### src/design/dct_pkg.sv
// Package for the character tokenizer: sizes, codes, record type and character functions.
package dct_pkg;

	// Width of position and length counters
	localparam int POS_BITS = 16;

	// Result queue sizing; one character makes at most three records
	localparam int Q_DEPTH     = 8;
	localparam int Q_PTR_BITS  = $clog2(Q_DEPTH);
	localparam int Q_CNT_BITS  = $clog2(Q_DEPTH + 1);
	localparam int MAX_BURST   = 3;
	localparam int NKEYS       = 9;

	// Token kinds
	localparam logic [4:0] KIND_UNKNOWN   = 5'd0;
	localparam logic [4:0] KIND_ADD_FIELD = 5'd1;
	localparam logic [4:0] KIND_NUMBER    = 5'd10;
	localparam logic [4:0] KIND_IDENT     = 5'd11;
	localparam logic [4:0] KIND_STRING    = 5'd12;
	localparam logic [4:0] KIND_SEMI      = 5'd13;
	localparam logic [4:0] KIND_PLUS      = 5'd14;
	localparam logic [4:0] KIND_MINUS     = 5'd15;
	localparam logic [4:0] KIND_COMMA     = 5'd16;
	localparam logic [4:0] KIND_LPAREN    = 5'd17;
	localparam logic [4:0] KIND_RPAREN    = 5'd18;
	localparam logic [4:0] KIND_LBRACE    = 5'd19;
	localparam logic [4:0] KIND_RBRACE    = 5'd20;
	localparam logic [4:0] KIND_END       = 5'd21;

	// Characters with a role of their own
	localparam logic [7:0] CH_HASH    = 8'h23;
	localparam logic [7:0] CH_QUOTE   = 8'h22;
	localparam logic [7:0] CH_NEWLINE = 8'h0A;

	typedef enum logic [1:0] {
		MODE_IDLE = 2'd0,
		MODE_WORD = 2'd1,
		MODE_STR  = 2'd2,
		MODE_CMT  = 2'd3
	} scan_mode_t;

	typedef enum logic [4:0] {
		NS_START, NS_DEC, NS_ZERO, NS_E, NS_EDIG, NS_X, NS_HEX, NS_P, NS_PDIG,
		NS_I1, NS_I2, NS_INF, NS_I4, NS_I5, NS_I6, NS_I7, NS_INFTY,
		NS_N1, NS_N2, NS_NAN, NS_DEAD
	} num_state_t;

	typedef logic [POS_BITS-1:0] pos_t;

	typedef struct packed {
		logic [4:0]  token_kind;
		logic [15:0] start_offset;
		logic [15:0] text_length;
		logic [7:0]  odd_char;
		logic        burst_end;
	} tok_rec_t;

	// Character classes
	function automatic logic is_digit(logic [7:0] c);
		return c >= "0" && c <= "9";
	endfunction

	function automatic logic is_alpha(logic [7:0] c);
		return (c >= "a" && c <= "z") || (c >= "A" && c <= "Z");
	endfunction

	function automatic logic is_space(logic [7:0] c);
		return c == " " || (c >= 8'd9 && c <= 8'd13);
	endfunction

	function automatic logic is_hex(logic [7:0] c);
		return is_digit(c) || (c >= "a" && c <= "f") || (c >= "A" && c <= "F");
	endfunction

	function automatic logic [7:0] lower(logic [7:0] c);
		return (c >= "A" && c <= "Z") ? c + 8'd32 : c;
	endfunction

	// Saturating increment of a position counter
	function automatic pos_t sat_inc(pos_t v);
		return (v == '1) ? v : v + pos_t'(1);
	endfunction

	// Clamp a position to the 16-bit output field
	function automatic logic [15:0] out_sat(pos_t v);
		logic [31:0] w;
		w = 32'(v);
		return (w > 32'h0000_FFFF) ? 16'hFFFF : w[15:0];
	endfunction

	// Keyword lengths
	function automatic logic [3:0] key_len(int k);
		case (k)
			0: return 4'd8;
			1: return 4'd9;
			2: return 4'd13;
			3: return 4'd15;
			4: return 4'd15;
			5: return 4'd11;
			6: return 4'd6;
			7: return 4'd6;
			8: return 4'd4;
			default: return 4'd0;
		endcase
	endfunction

	// Byte i of keyword k; i must be below the keyword length
	function automatic logic [7:0] key_byte(int k, logic [3:0] i);
		logic [127:0] s;
		int sh;
		case (k)
			0: s = "addField";
			1: s = "addObject";
			2: s = "setObjectProp";
			3: s = "initialPosition";
			4: s = "initialVelocity";
			5: s = "setVariable";
			6: s = "string";
			7: s = "number";
			8: s = "loop";
			default: s = '0;
		endcase
		sh = 8 * (int'(key_len(k)) - 1 - int'(i));
		if (sh < 0) begin
			return 8'h00;
		end
		return s[sh +: 8];
	endfunction

	// Drop keywords that no longer match at this character position
	function automatic logic [NKEYS-1:0] keys_next(logic [NKEYS-1:0] alive, pos_t idx,
		logic [7:0] c);
		logic [NKEYS-1:0] a;
		a = alive;
		for (int k = 0; k < NKEYS; k++) begin
			if (32'(idx) >= 32'(key_len(k))) begin
				a[k] = 1'b0;
			end else if (key_byte(k, idx[3:0]) != c) begin
				a[k] = 1'b0;
			end
		end
		return a;
	endfunction

	// Number literal recognizer, one character a step
	function automatic num_state_t num_next(num_state_t s, logic [7:0] c);
		logic [7:0] l;
		l = lower(c);
		case (s)
			NS_START: begin
				if (c == "0") return NS_ZERO;
				if (is_digit(c)) return NS_DEC;
				if (l == "i") return NS_I1;
				if (l == "n") return NS_N1;
				return NS_DEAD;
			end
			NS_ZERO: begin
				if (l == "x") return NS_X;
				if (is_digit(c)) return NS_DEC;
				if (l == "e") return NS_E;
				return NS_DEAD;
			end
			NS_DEC: begin
				if (is_digit(c)) return NS_DEC;
				if (l == "e") return NS_E;
				return NS_DEAD;
			end
			NS_E, NS_EDIG: return is_digit(c) ? NS_EDIG : NS_DEAD;
			NS_X: return is_hex(c) ? NS_HEX : NS_DEAD;
			NS_HEX: begin
				if (is_hex(c)) return NS_HEX;
				return (l == "p") ? NS_P : NS_DEAD;
			end
			NS_P, NS_PDIG: return is_digit(c) ? NS_PDIG : NS_DEAD;
			NS_I1: return (l == "n") ? NS_I2 : NS_DEAD;
			NS_I2: return (l == "f") ? NS_INF : NS_DEAD;
			NS_INF: return (l == "i") ? NS_I4 : NS_DEAD;
			NS_I4: return (l == "n") ? NS_I5 : NS_DEAD;
			NS_I5: return (l == "i") ? NS_I6 : NS_DEAD;
			NS_I6: return (l == "t") ? NS_I7 : NS_DEAD;
			NS_I7: return (l == "y") ? NS_INFTY : NS_DEAD;
			NS_N1: return (l == "a") ? NS_N2 : NS_DEAD;
			NS_N2: return (l == "n") ? NS_NAN : NS_DEAD;
			default: return NS_DEAD;
		endcase
	endfunction

	function automatic logic num_accept(num_state_t s);
		return s == NS_DEC || s == NS_ZERO || s == NS_EDIG || s == NS_HEX ||
			s == NS_PDIG || s == NS_INF || s == NS_INFTY || s == NS_NAN;
	endfunction

	// Kind of a finished word: keyword, number or identifier
	function automatic logic [4:0] word_kind(logic [NKEYS-1:0] alive, pos_t len,
		num_state_t ns);
		logic [4:0] kind;
		kind = KIND_IDENT;
		if (len != '1) begin
			for (int k = NKEYS - 1; k >= 0; k--) begin
				if (alive[k] && 32'(len) == 32'(key_len(k))) begin
					kind = KIND_ADD_FIELD + 5'(k);
				end
			end
			if (kind == KIND_IDENT && num_accept(ns)) begin
				kind = KIND_NUMBER;
			end
		end
		return kind;
	endfunction

endpackage

### src/design/dct_char_if.sv
// Channel interfaces: source characters in, token records out.
interface dct_char_if;
	logic       valid;
	logic       ready;
	logic [7:0] ch;
	logic       final_char;

	modport source (output valid, output ch, output final_char, input ready);
	modport sink (input valid, input ch, input final_char, output ready);
endinterface

interface dct_tok_if;
	logic        valid;
	logic        ready;
	logic [4:0]  token_kind;
	logic [15:0] start_offset;
	logic [15:0] text_length;
	logic [7:0]  odd_char;
	logic        burst_end;

	modport source (output valid, output token_kind, output start_offset,
		output text_length, output odd_char, output burst_end, input ready);
	modport sink (input valid, input token_kind, input start_offset,
		input text_length, input odd_char, input burst_end, output ready);
endinterface

### src/design/dsl_char_tokenizer.sv
// A character is first registered in the input stage; its token records are then written to the result queue.
// Further records of the same character follow one per cycle from an 8-entry result queue while the output takes them.
// Throughput: one character per cycle while the queue has room for a full burst of three;
// sustained rate is set by the output side taking one record per cycle.
// Reset (arst_n low, asynchronous): scanner back to idle at offset 0, queue and input stage empty.
module dsl_char_tokenizer (
	input  logic        clk,
	input  logic        arst_n,
	dct_char_if.sink    char_in,
	dct_tok_if.source   token_out
);

	// Input stage
	logic       v_s1;
	logic [7:0] ch_s1;
	logic       fin_s1;

	// Scanner state
	dct_pkg::scan_mode_t          mode_q;
	dct_pkg::pos_t                pos_q;
	dct_pkg::pos_t                tstart_q;
	dct_pkg::pos_t                wlen_q;
	logic [dct_pkg::NKEYS-1:0]    alive_q;
	dct_pkg::num_state_t          ns_q;

	// Next state and records of the character in the input stage
	dct_pkg::scan_mode_t          mode_n;
	dct_pkg::pos_t                pos_n;
	dct_pkg::pos_t                tstart_n;
	dct_pkg::pos_t                wlen_n;
	logic [dct_pkg::NKEYS-1:0]    alive_n;
	dct_pkg::num_state_t          ns_n;
	dct_pkg::tok_rec_t            rec_c [dct_pkg::MAX_BURST];
	logic [1:0]                   nrec_c;

	// Result queue
	dct_pkg::tok_rec_t                 fifo_q [dct_pkg::Q_DEPTH];
	logic [dct_pkg::Q_PTR_BITS-1:0]    wr_ptr_q;
	logic [dct_pkg::Q_PTR_BITS-1:0]    rd_ptr_q;
	logic [dct_pkg::Q_CNT_BITS-1:0]    count_q;

	logic push;
	logic pop;
	logic room;

	assign room = count_q <= dct_pkg::Q_CNT_BITS'(dct_pkg::Q_DEPTH - dct_pkg::MAX_BURST);
	assign push = v_s1 && room;
	assign pop  = token_out.valid && token_out.ready;
	assign char_in.ready = !v_s1 || push;

	// Input register
	always_ff @(posedge clk or negedge arst_n) begin
		if (!arst_n) begin
			v_s1 <= 1'b0;
		end else if (char_in.ready) begin
			v_s1 <= char_in.valid;
		end
	end

	always_ff @(posedge clk) begin
		if (char_in.ready && char_in.valid) begin
			ch_s1  <= char_in.ch;
			fin_s1 <= char_in.final_char;
		end
	end

	// Scanner: records and next state for one character
	always_comb begin
		logic       fresh;
		logic       alnum;
		logic [1:0] n;
		fresh    = 1'b0;
		alnum    = ch_s1 < 8'd128 && (dct_pkg::is_alpha(ch_s1) || dct_pkg::is_digit(ch_s1));
		n        = 2'd0;
		mode_n   = mode_q;
		tstart_n = tstart_q;
		wlen_n   = wlen_q;
		alive_n  = alive_q;
		ns_n     = ns_q;
		for (int i = 0; i < dct_pkg::MAX_BURST; i++) begin
			rec_c[i] = '0;
		end

		case (mode_q)
			dct_pkg::MODE_WORD: begin
				if (alnum) begin
					alive_n = dct_pkg::keys_next(alive_q, wlen_q, ch_s1);
					ns_n    = dct_pkg::num_next(ns_q, ch_s1);
					wlen_n  = dct_pkg::sat_inc(wlen_q);
				end else begin
					rec_c[n].token_kind   = dct_pkg::word_kind(alive_q, wlen_q, ns_q);
					rec_c[n].start_offset = dct_pkg::out_sat(tstart_q);
					rec_c[n].text_length  = dct_pkg::out_sat(wlen_q);
					n      = n + 2'd1;
					mode_n = dct_pkg::MODE_IDLE;
					fresh  = 1'b1;
				end
			end
			dct_pkg::MODE_STR: begin
				if (ch_s1 == dct_pkg::CH_QUOTE) begin
					rec_c[n].token_kind   = dct_pkg::KIND_STRING;
					rec_c[n].start_offset = dct_pkg::out_sat(tstart_q);
					rec_c[n].text_length  = dct_pkg::out_sat(wlen_q);
					n      = n + 2'd1;
					mode_n = dct_pkg::MODE_IDLE;
				end else begin
					wlen_n = dct_pkg::sat_inc(wlen_q);
				end
			end
			dct_pkg::MODE_CMT: begin
				if (ch_s1 == dct_pkg::CH_NEWLINE) begin
					mode_n = dct_pkg::MODE_IDLE;
				end
			end
			default: begin
				fresh = 1'b1;
			end
		endcase

		// Character outside any token
		if (fresh) begin
			if (dct_pkg::is_space(ch_s1)) begin
				mode_n = dct_pkg::MODE_IDLE;
			end else if (ch_s1 == dct_pkg::CH_HASH) begin
				mode_n = dct_pkg::MODE_CMT;
			end else if (ch_s1 == dct_pkg::CH_QUOTE) begin
				mode_n   = dct_pkg::MODE_STR;
				tstart_n = dct_pkg::sat_inc(pos_q);
				wlen_n   = '0;
			end else if (alnum) begin
				mode_n   = dct_pkg::MODE_WORD;
				tstart_n = pos_q;
				alive_n  = dct_pkg::keys_next('1, '0, ch_s1);
				ns_n     = dct_pkg::num_next(dct_pkg::NS_START, ch_s1);
				wlen_n   = dct_pkg::pos_t'(1);
			end else begin
				rec_c[n].start_offset = dct_pkg::out_sat(pos_q);
				rec_c[n].text_length  = 16'd1;
				rec_c[n].odd_char     = 8'h00;
				case (ch_s1)
					";": rec_c[n].token_kind = dct_pkg::KIND_SEMI;
					"+": rec_c[n].token_kind = dct_pkg::KIND_PLUS;
					"-": rec_c[n].token_kind = dct_pkg::KIND_MINUS;
					",": rec_c[n].token_kind = dct_pkg::KIND_COMMA;
					"(": rec_c[n].token_kind = dct_pkg::KIND_LPAREN;
					")": rec_c[n].token_kind = dct_pkg::KIND_RPAREN;
					"{": rec_c[n].token_kind = dct_pkg::KIND_LBRACE;
					"}": rec_c[n].token_kind = dct_pkg::KIND_RBRACE;
					default: begin
						rec_c[n].token_kind = dct_pkg::KIND_UNKNOWN;
						rec_c[n].odd_char   = ch_s1;
					end
				endcase
				n = n + 2'd1;
			end
		end

		pos_n = dct_pkg::sat_inc(pos_q);

		// End of source: close open token, add end token, restart
		if (fin_s1) begin
			if (mode_n == dct_pkg::MODE_WORD) begin
				rec_c[n].token_kind   = dct_pkg::word_kind(alive_n, wlen_n, ns_n);
				rec_c[n].start_offset = dct_pkg::out_sat(tstart_n);
				rec_c[n].text_length  = dct_pkg::out_sat(wlen_n);
				n = n + 2'd1;
			end else if (mode_n == dct_pkg::MODE_STR) begin
				rec_c[n].token_kind   = dct_pkg::KIND_STRING;
				rec_c[n].start_offset = dct_pkg::out_sat(tstart_n);
				rec_c[n].text_length  = dct_pkg::out_sat(wlen_n);
				n = n + 2'd1;
			end
			rec_c[n].token_kind   = dct_pkg::KIND_END;
			rec_c[n].start_offset = dct_pkg::out_sat(pos_n);
			n = n + 2'd1;
			mode_n   = dct_pkg::MODE_IDLE;
			pos_n    = '0;
			tstart_n = '0;
			wlen_n   = '0;
			alive_n  = '1;
			ns_n     = dct_pkg::NS_START;
		end

		// Mark the last record of the burst
		for (int i = 0; i < dct_pkg::MAX_BURST; i++) begin
			rec_c[i].burst_end = (n == 2'(i + 1));
		end
		nrec_c = n;
	end

	// Scanner state update
	always_ff @(posedge clk or negedge arst_n) begin
		if (!arst_n) begin
			mode_q   <= dct_pkg::MODE_IDLE;
			pos_q    <= '0;
			tstart_q <= '0;
			wlen_q   <= '0;
			alive_q  <= '1;
			ns_q     <= dct_pkg::NS_START;
		end else if (push) begin
			mode_q   <= mode_n;
			pos_q    <= pos_n;
			tstart_q <= tstart_n;
			wlen_q   <= wlen_n;
			alive_q  <= alive_n;
			ns_q     <= ns_n;
		end
	end

	// Queue pointers and count
	always_ff @(posedge clk or negedge arst_n) begin
		if (!arst_n) begin
			wr_ptr_q <= '0;
			rd_ptr_q <= '0;
			count_q  <= '0;
		end else begin
			if (push) begin
				wr_ptr_q <= wr_ptr_q + dct_pkg::Q_PTR_BITS'(nrec_c);
			end
			if (pop) begin
				rd_ptr_q <= rd_ptr_q + dct_pkg::Q_PTR_BITS'(1);
			end
			count_q <= count_q + (push ? dct_pkg::Q_CNT_BITS'(nrec_c) : '0)
				- (pop ? dct_pkg::Q_CNT_BITS'(1) : '0);
		end
	end

	// Queue storage: up to three records written per transaction
	always_ff @(posedge clk) begin
		if (push) begin
			for (int i = 0; i < dct_pkg::MAX_BURST; i++) begin
				if (2'(i) < nrec_c) begin
					fifo_q[wr_ptr_q + dct_pkg::Q_PTR_BITS'(i)] <= rec_c[i];
				end
			end
		end
	end

	// Output side
	assign token_out.valid        = count_q != '0;
	assign token_out.token_kind   = fifo_q[rd_ptr_q].token_kind;
	assign token_out.start_offset = fifo_q[rd_ptr_q].start_offset;
	assign token_out.text_length  = fifo_q[rd_ptr_q].text_length;
	assign token_out.odd_char     = fifo_q[rd_ptr_q].odd_char;
	assign token_out.burst_end    = fifo_q[rd_ptr_q].burst_end;

`ifndef SYNTHESIS
	// Queue never overfills
	a_count_bound: assert property (@(posedge clk) disable iff (!arst_n)
		count_q <= dct_pkg::Q_CNT_BITS'(dct_pkg::Q_DEPTH))
		else $error("result queue overflow");

	// A final character always yields at least its end token
	a_final_emits: assert property (@(posedge clk) disable iff (!arst_n)
		(push && fin_s1) |-> nrec_c != 2'd0)
		else $error("final character produced no record");

	// After the final character the scanner restarts at offset zero
	a_final_restart: assert property (@(posedge clk) disable iff (!arst_n)
		(push && fin_s1) |=> (mode_q == dct_pkg::MODE_IDLE && pos_q == '0))
		else $error("scanner not restarted after final character");

	// The end token closes its burst
	a_end_last: assert property (@(posedge clk) disable iff (!arst_n)
		(token_out.valid && token_out.token_kind == dct_pkg::KIND_END) |-> token_out.burst_end)
		else $error("end token not last of burst");
`endif

endmodule
### src/flat_wrapper.sv
// flat-port wrapper written by rule: the top's interface ports become plain ports
module dsl_char_tokenizer_flat 
  (clk, arst_n, char_in_valid, char_in_ch, char_in_final_char, char_in_ready, token_out_valid, token_out_token_kind, token_out_start_offset, token_out_text_length, token_out_odd_char, token_out_burst_end, token_out_ready);
  dct_char_if char_in_i ();
  dct_tok_if token_out_i ();
  input  logic clk;
  input  logic arst_n;
  input wire logic [$bits(char_in_i.valid)-1:0] char_in_valid;
  input wire logic [$bits(char_in_i.ch)-1:0] char_in_ch;
  input wire logic [$bits(char_in_i.final_char)-1:0] char_in_final_char;
  output wire logic [$bits(char_in_i.ready)-1:0] char_in_ready;
  output wire logic [$bits(token_out_i.valid)-1:0] token_out_valid;
  output wire logic [$bits(token_out_i.token_kind)-1:0] token_out_token_kind;
  output wire logic [$bits(token_out_i.start_offset)-1:0] token_out_start_offset;
  output wire logic [$bits(token_out_i.text_length)-1:0] token_out_text_length;
  output wire logic [$bits(token_out_i.odd_char)-1:0] token_out_odd_char;
  output wire logic [$bits(token_out_i.burst_end)-1:0] token_out_burst_end;
  input wire logic [$bits(token_out_i.ready)-1:0] token_out_ready;
  assign char_in_i.valid = char_in_valid;
  assign char_in_i.ch = char_in_ch;
  assign char_in_i.final_char = char_in_final_char;
  assign char_in_ready = char_in_i.ready;
  assign token_out_valid = token_out_i.valid;
  assign token_out_token_kind = token_out_i.token_kind;
  assign token_out_start_offset = token_out_i.start_offset;
  assign token_out_text_length = token_out_i.text_length;
  assign token_out_odd_char = token_out_i.odd_char;
  assign token_out_burst_end = token_out_i.burst_end;
  assign token_out_i.ready = token_out_ready;
  dsl_char_tokenizer u_core (.clk(clk), .arst_n(arst_n), .char_in(char_in_i), .token_out(token_out_i));
endmodule
### config.mk
export PLATFORM = sky130hd
export DESIGN_NAME = dsl_char_tokenizer_flat
export DESIGN_NICKNAME = d
export VERILOG_FILES = /design/src/design/dct_pkg.sv /design/src/design/dct_char_if.sv /design/src/design/dsl_char_tokenizer.sv /design/src/flat_wrapper.sv
export SDC_FILE = /design/constraint.sdc
export NUM_CORES = 1
export LEC_CHECK = 0
export BUFFER_PORTS_ARGS = -buffer_cell sky130_fd_sc_hd__buf_2
export CORE_AREA = 2 2 251 253
export DETAILED_ROUTE_END_ITERATION = 8
export DIE_AREA = 0 0 253 255
export HOLD_SLACK_MARGIN = 0.08
export PLACE_DENSITY = 0.65
export SYNTH_ARGS = -nofsm -noshare
export SYNTH_HDL_FRONTEND = slang
export SYNTH_SLANG_ARGS = --single-unit
### constraint.sdc
create_clock -name clk -period 26.6 [get_ports clk]
set_clock_uncertainty 0.05 [all_clocks]
set_input_delay 5.32 -clock clk [delete_from_list [all_inputs] [get_ports clk]]
set_output_delay 5.32 -clock clk [all_outputs]
set_load 0.005 [all_outputs]
== Word-level counts from Yosys, hierarchy flattened ==
Memory sizes are Yosys's and may differ from the RTL's.
Cells that the tools add are included.

* $add $sub $neg: 33
* Order comparisons: 49
* Equality and inequality tests: 95
* Shift-type cells: 18
* Mux-type cells: 723
* Bitwise operators: 3
* Reduce and logical (&&, ||, !) cells: 59

{| class="wikitable"
|+ Operators by type and width
! operator !! count
|-
| $mux 128 || 81
|-
| $bwmux 138 || 21
|-
| $shiftx 128x32->8 || 18
|-
| $mux 138 || 9
|-
| $pmux 138 s8 || 1
|-
| $mux 8 || 114
|-
| $demux 46 s2 || 9
|-
| $mux 4 || 161
|-
| $lt 32x1->1 const B || 14
|-
| $mux 5 || 60
|-
| $mux 16 || 17
|-
| $eq 16x4->1 || 14
|-
| $sub 29x5->29 || 7
|-
| $mux 1 || 199
|-
| $ne 8x8->1 || 18
|-
| $mux 46 || 3
|-
| $mux 41 || 3
|-
| $ge 16x4->1 || 7
|-
| $eq 8x7->1 const B || 11
|-
| $mux 9 || 9
|-
| $eq 8x6->1 const B || 10
|-
| $pmux 5 s16 || 1
|-
| $pmux 37 s2 || 1
|-
| $sub 4x1->5 const B || 14
|-
| 47 further kinds || 178
|}

* Register bits after elaboration: 84
* RAM bits: 368
* Input port bits: 13
* Memories: 1

{| class="wikitable"
|+ Memories
! memory !! depth !! bits a word !! rd ports !! clocked after memory_dff !! wr ports !! RTL line !! text
|-
| u_core.fifo_q || 8 || 46 || 1 || 0 || 3 || dsl_char_tokenizer.sv:37 || <nowiki>dct_pkg::tok_rec_t fifo_q [dct_pkg::Q_DEPTH];</nowiki>
|}

== Depth between registers and ports, before layout ==
* Depth after elaboration: 68
* Depth in mapped cells: 27
* Depth with buffers taken out: 23

== Worst setup path before layout ==
OpenSTA, ideal clock, no wires.

* Kind: register to register
* From: register u_core.ch_s1[5]
* To: memory u_core.fifo_q[4][0] (netlist name), enable pin
* Setup time: 0.513 ns
* Arrival time: 8.158 ns
* Data required time: 26.037 ns
* Setup slack: 17.879 ns
* Stages on the path, launching flop included: 24
* Path buffers: 3
* Period minus slack after synthesis: 8.721 ns
* Cells stage by stage: edfxtp_1 clkbuf_1 clkinv_1 ha_1 a32oi_4 o32a_2 nor2_4 nor2_1 o21ai_2 inv_2 clkbuf_1 buf_1 ha_1 mux2i_4 inv_1 ha_1 a21o_1 ha_1 mux2i_2 nor2_2 nand2_1 nor2_1 a21oi_1 o21ai_0

{| class="wikitable"
|+ RTL lines
! what !! RTL line !! text
|-
| start, declared || dsl_char_tokenizer.sv:15 || <nowiki>logic [7:0] ch_s1;</nowiki>
|-
| start signal, assigned || dsl_char_tokenizer.sv:62 || <nowiki>ch_s1 <= char_in.ch;</nowiki>
|-
| end, declared || dsl_char_tokenizer.sv:37 ||
|}

==> out/summary.txt <==
Vias - 28,100
Initial DRT Pass Iterations - 9
Final setup fails - 0
Post-Synth XOR/XNOR Area - 0.0164
Initial antenna violation count - 2
Die width - 253 um
Syn Nets - 3,060
RSZ-0062 raised after global routing - false
WP data arrival - 9.26 ns
Post-synthesis cell count - 3,009
Post-synthesis cell area - 0.0306 mm^2
CTS root buf - clkbuf_16
Post-synthesis register bit count - 452
Bufs on Longest Clock Path - 3
Static Leak - 0.0111 uW
CTS Hold Bufs - 0
Synth top area share - 0.370
ANT cells - 0
Post-CTS setup buffers - 0
CP delay by family, top - buffers and inverters
Status - finished clean
RR Startpoint - u_core.ch_s1[5]
Area added between synthesis and finish - 7.44%
Hold WC Path Type - reg -> reg
Synth top area cells - edfxtp_1, mux4_2, dfrtp_1
Post-synth EDFFs - 377
Commonest register cell after synthesis - edfxtp_1
Hold Path Origin - u_core.alive_q[1]
Wire length per cell - 31.1 um
# clock sinks - 452
Cell Rows - 92
Critical path cell sequence - buf_4 -> clkinv_1 -> ha_1 -> a32oi_4 -> o32a_2 -> nor2_4 -> nor2_1 -> o21ai_2 -> inv_2 -> ha_1 -> mux2i_4 -> inv_1 -> ha_1 -> a21o_1 -> ha_1 -> mux2i_2 -> nor2_2 -> clkinv_1 -> nor2_1 -> nand3_1 -> buf_4 -> o21ai_4 -> buf_4
Layout cells sized above 1 - 0.164
Adder-cell share of the synthesized area - 0.0160
Buffers and inverters on the worst path - 7
Final WL - 116 mm
Placer Congestion - 1.04
Half-perimeter wire length after placement - 76.3 mm
Grt total ovfl - 0
CP dominant cell by count - ha_1
Crit Path Max Fanout - 45
Die Height - 255 um
Setup WS pre-CTS - 17.88 ns
Synth cell types - 123
PwrDens - 118 mW/mm^2
Peak supply drop - 71.7 uV
CTS clock-pin slew for the worst setup and hold paths - 0.06 ns
GRT Overall Usage - 0.351
Post-synth top area cell - edfxtp_1
Post-route clock period utilization - 0.341
Top-Level Pins - 61
Vias in the first global route - 26,500
H-tree depth - 2
CTS Buf Count - 50
CP Capture Type - register
WP data required - 26.79 ns
Crit Path Category - reg -> reg
Largest family of logic cells by synthesized area - compound AO/OA/AOI/OAI gates
CTS tree - built
Critical-path top delay cell - nand3_1
Final critical-path required period - 9.07 ns
Max-Cap Viols - 0
PortBufs - 60
Die area - 0.0645 mm^2
Crit path largest cell delay - 0.73 ns
Count of final hold-check violations - 0
Setup TNS - 0 ns
FMAX - 110 MHz
FFs w/ async S/R, synth - 0.166
Crit path launch - u_core.ch_s1[5]
Syn. warnings - 0
Starting Density - 0.493
Max-slew violation count - 0
Worst-Margin Slew - 1.31 ns
Post-synthesis mux area share - 0.0919
Crit path launch type - register
First-pass GRT wire length - 171 mm
Max_slew headroom - 0.120
Maximum number of pins on one net before global-route repair - 67
Antenna-violating nets left - 0
Core area - 0.0622 mm^2
Post-Synth Simple-Gate Area - 0.144
Vias per cell - 7.52
Setup WS post-layout - 17.53 ns
Sequential share of the synthesized area - 0.431
PostCTS Resize Cnt - 0
Avg Synthesized Cell Area - 10.2 um^2
DR DRC count - 0
Final nets - 2,944
Clock Latency Late Sink - 0.61 ns
Synth Area in Compound Gates - 0.253
Detailed Route Iter0 Violations - 4,557
## cell usage in the layout (no fill, tap or decap), types with 40 or more instances in the layout
master | netlist | layout
a21oi_1 | 114 | 114
a22oi_1 | 43 | 43
buf_2 | 73 | 59
buf_4 | 8 | 61
clkbuf_16 | 0 | 50
dfrtp_1 | 66 | 61
edfxtp_1 | 377 | 377
inv_1 | 47 | 47
mux2_2 | 52 | 52
mux4_2 | 92 | 92
nand2_1 | 391 | 390
nand3_1 | 60 | 60
nor2_1 | 167 | 166
nor3_1 | 49 | 49
o21ai_0 | 126 | 118
o221ai_1 | 146 | 146
o22ai_1 | 226 | 226
o31ai_1 | 40 | 40
xnor2_1 | 40 | 40
## cells in the mapped netlist (15+ instances only)
library cell	count
xnor2_1	40
edfxtp_1	377
nor4_1	19
o21ai_0	126
and3_1	29
buf_2	73
a31oi_1	35
buf_1	32
o32ai_1	19
o31ai_1	40
ha_1	36
a21o_1	29
a22o_1	35
clkbuf_1	171
nand2_1	391
nor2b_1	22
nor2_1	167
a22oi_1	43
mux4_2	92
nand2b_1	30
dfrtp_1	66
or2_2	18
nand3_1	60
inv_1	47
o221ai_1	146
nor3_1	49
o22ai_1	226
mux2_2	52
a21oi_1	114
o22a_1	15
nand4_1	23
## worst register-to-register path, delay by kind of cell, from the launching register on
| kind | cells | cell delay (ns) |
|---|---|---|
| buf+inv | 7 | 2.66 |
| compound gates | 5 | 1.93 |
| simple gates | 5 | 1.90 |
| fa+ha+maj | 4 | 1.41 |
| mux | 2 | 0.39 |
| flops | 1 | 0.35 |
## metal layers
metal | global-route usage | up-vias | wire length, um
met2 | 0.549 | 2143 | 52000
met3 | 0.0987 | 354 | 14900
met5 | 0 | - | 24
met4 | 0.124 | 4 | 4650
met1 | 0.469 | 13800 | 44600
li1 | - | 11800 | -
## cell type report
cell class                 count  area, um^2
sequential                   452       13200
clock buffer                  59        1290
fill                        5479       29300
tap                          799        1000
multi-input combinational   2211       16100
timing repair buffer         120         753
clock inverter                34         348
inverter                      58         218
## logic make-up (layout without fill, tap and decap cells)
logic type               count (synthesis)  after routing
AO/OA/AOI/OAI                         1048           1048
XOR/XNOR                                55             55
adder cells (fa/ha/maj)                 38             38
buffers and inverters                  346            271
flip-flops                             452            452
multiplexers                           158            158
AND/OR/NAND/NOR                        912            912
## registers in the layout, summed over array words and instances (netlist names)
name,count
u_core.alive_q,9
u_core.wlen_q,16
u_core.pos_q,16
u_core.fifo_q,368
u_core.count_q,4
u_core.fin_s1,1
u_core.wr_ptr_q,3
u_core.tstart_q,16
u_core.ch_s1,8
u_core.rd_ptr_q,3
u_core.mode_q,2
u_core.v_s1,1
u_core.ns_q,5
## per-stage QoR
step | hold WS, ns | power (uW) | std cells | utilization | area [um^2]
2_1_floorplan | 0.417 | 2520 | 3009 | - | 30600
3_3_place_gp | 0.445 | 3090 | 3640 | 0.503 | 31300
3_5_place_dp | 0.445 | 3130 | 3640 | 0.503 | 31300
4_1_cts | 0.454 | 3840 | 3733 | 0.529 | 32900
5_1_grt | 0.483 | 4050 | 3733 | 0.529 | 32900
6_report | 0.458 | 3890 | 3733 | 0.529 | 32900
## where the power goes
part | total (uW) | switching [uW] | internal [uW]
clock network | 706 | 306 | 400
registers | 1180 | 121 | 1060
logic | 2000 | 1290 | 707
## worst paths after layout
kind / endpoint / slack (ns) / cells past startpoint
max: u_core.fifo_q[3][25] / 17.53 / 23
min in group asynchronous: u_core.tstart_q[8] / 4.62 / 1
min: u_core.alive_q[1] / 0.46 / 2
min reg2reg: u_core.alive_q[1] / 0.46 / 2
max reg2reg: u_core.fifo_q[3][25] / 17.53 / 23
max in group asynchronous: u_core.wlen_q[2] / 20.83 / 2
Note: power is estimated with default switching activity, not from simulation.
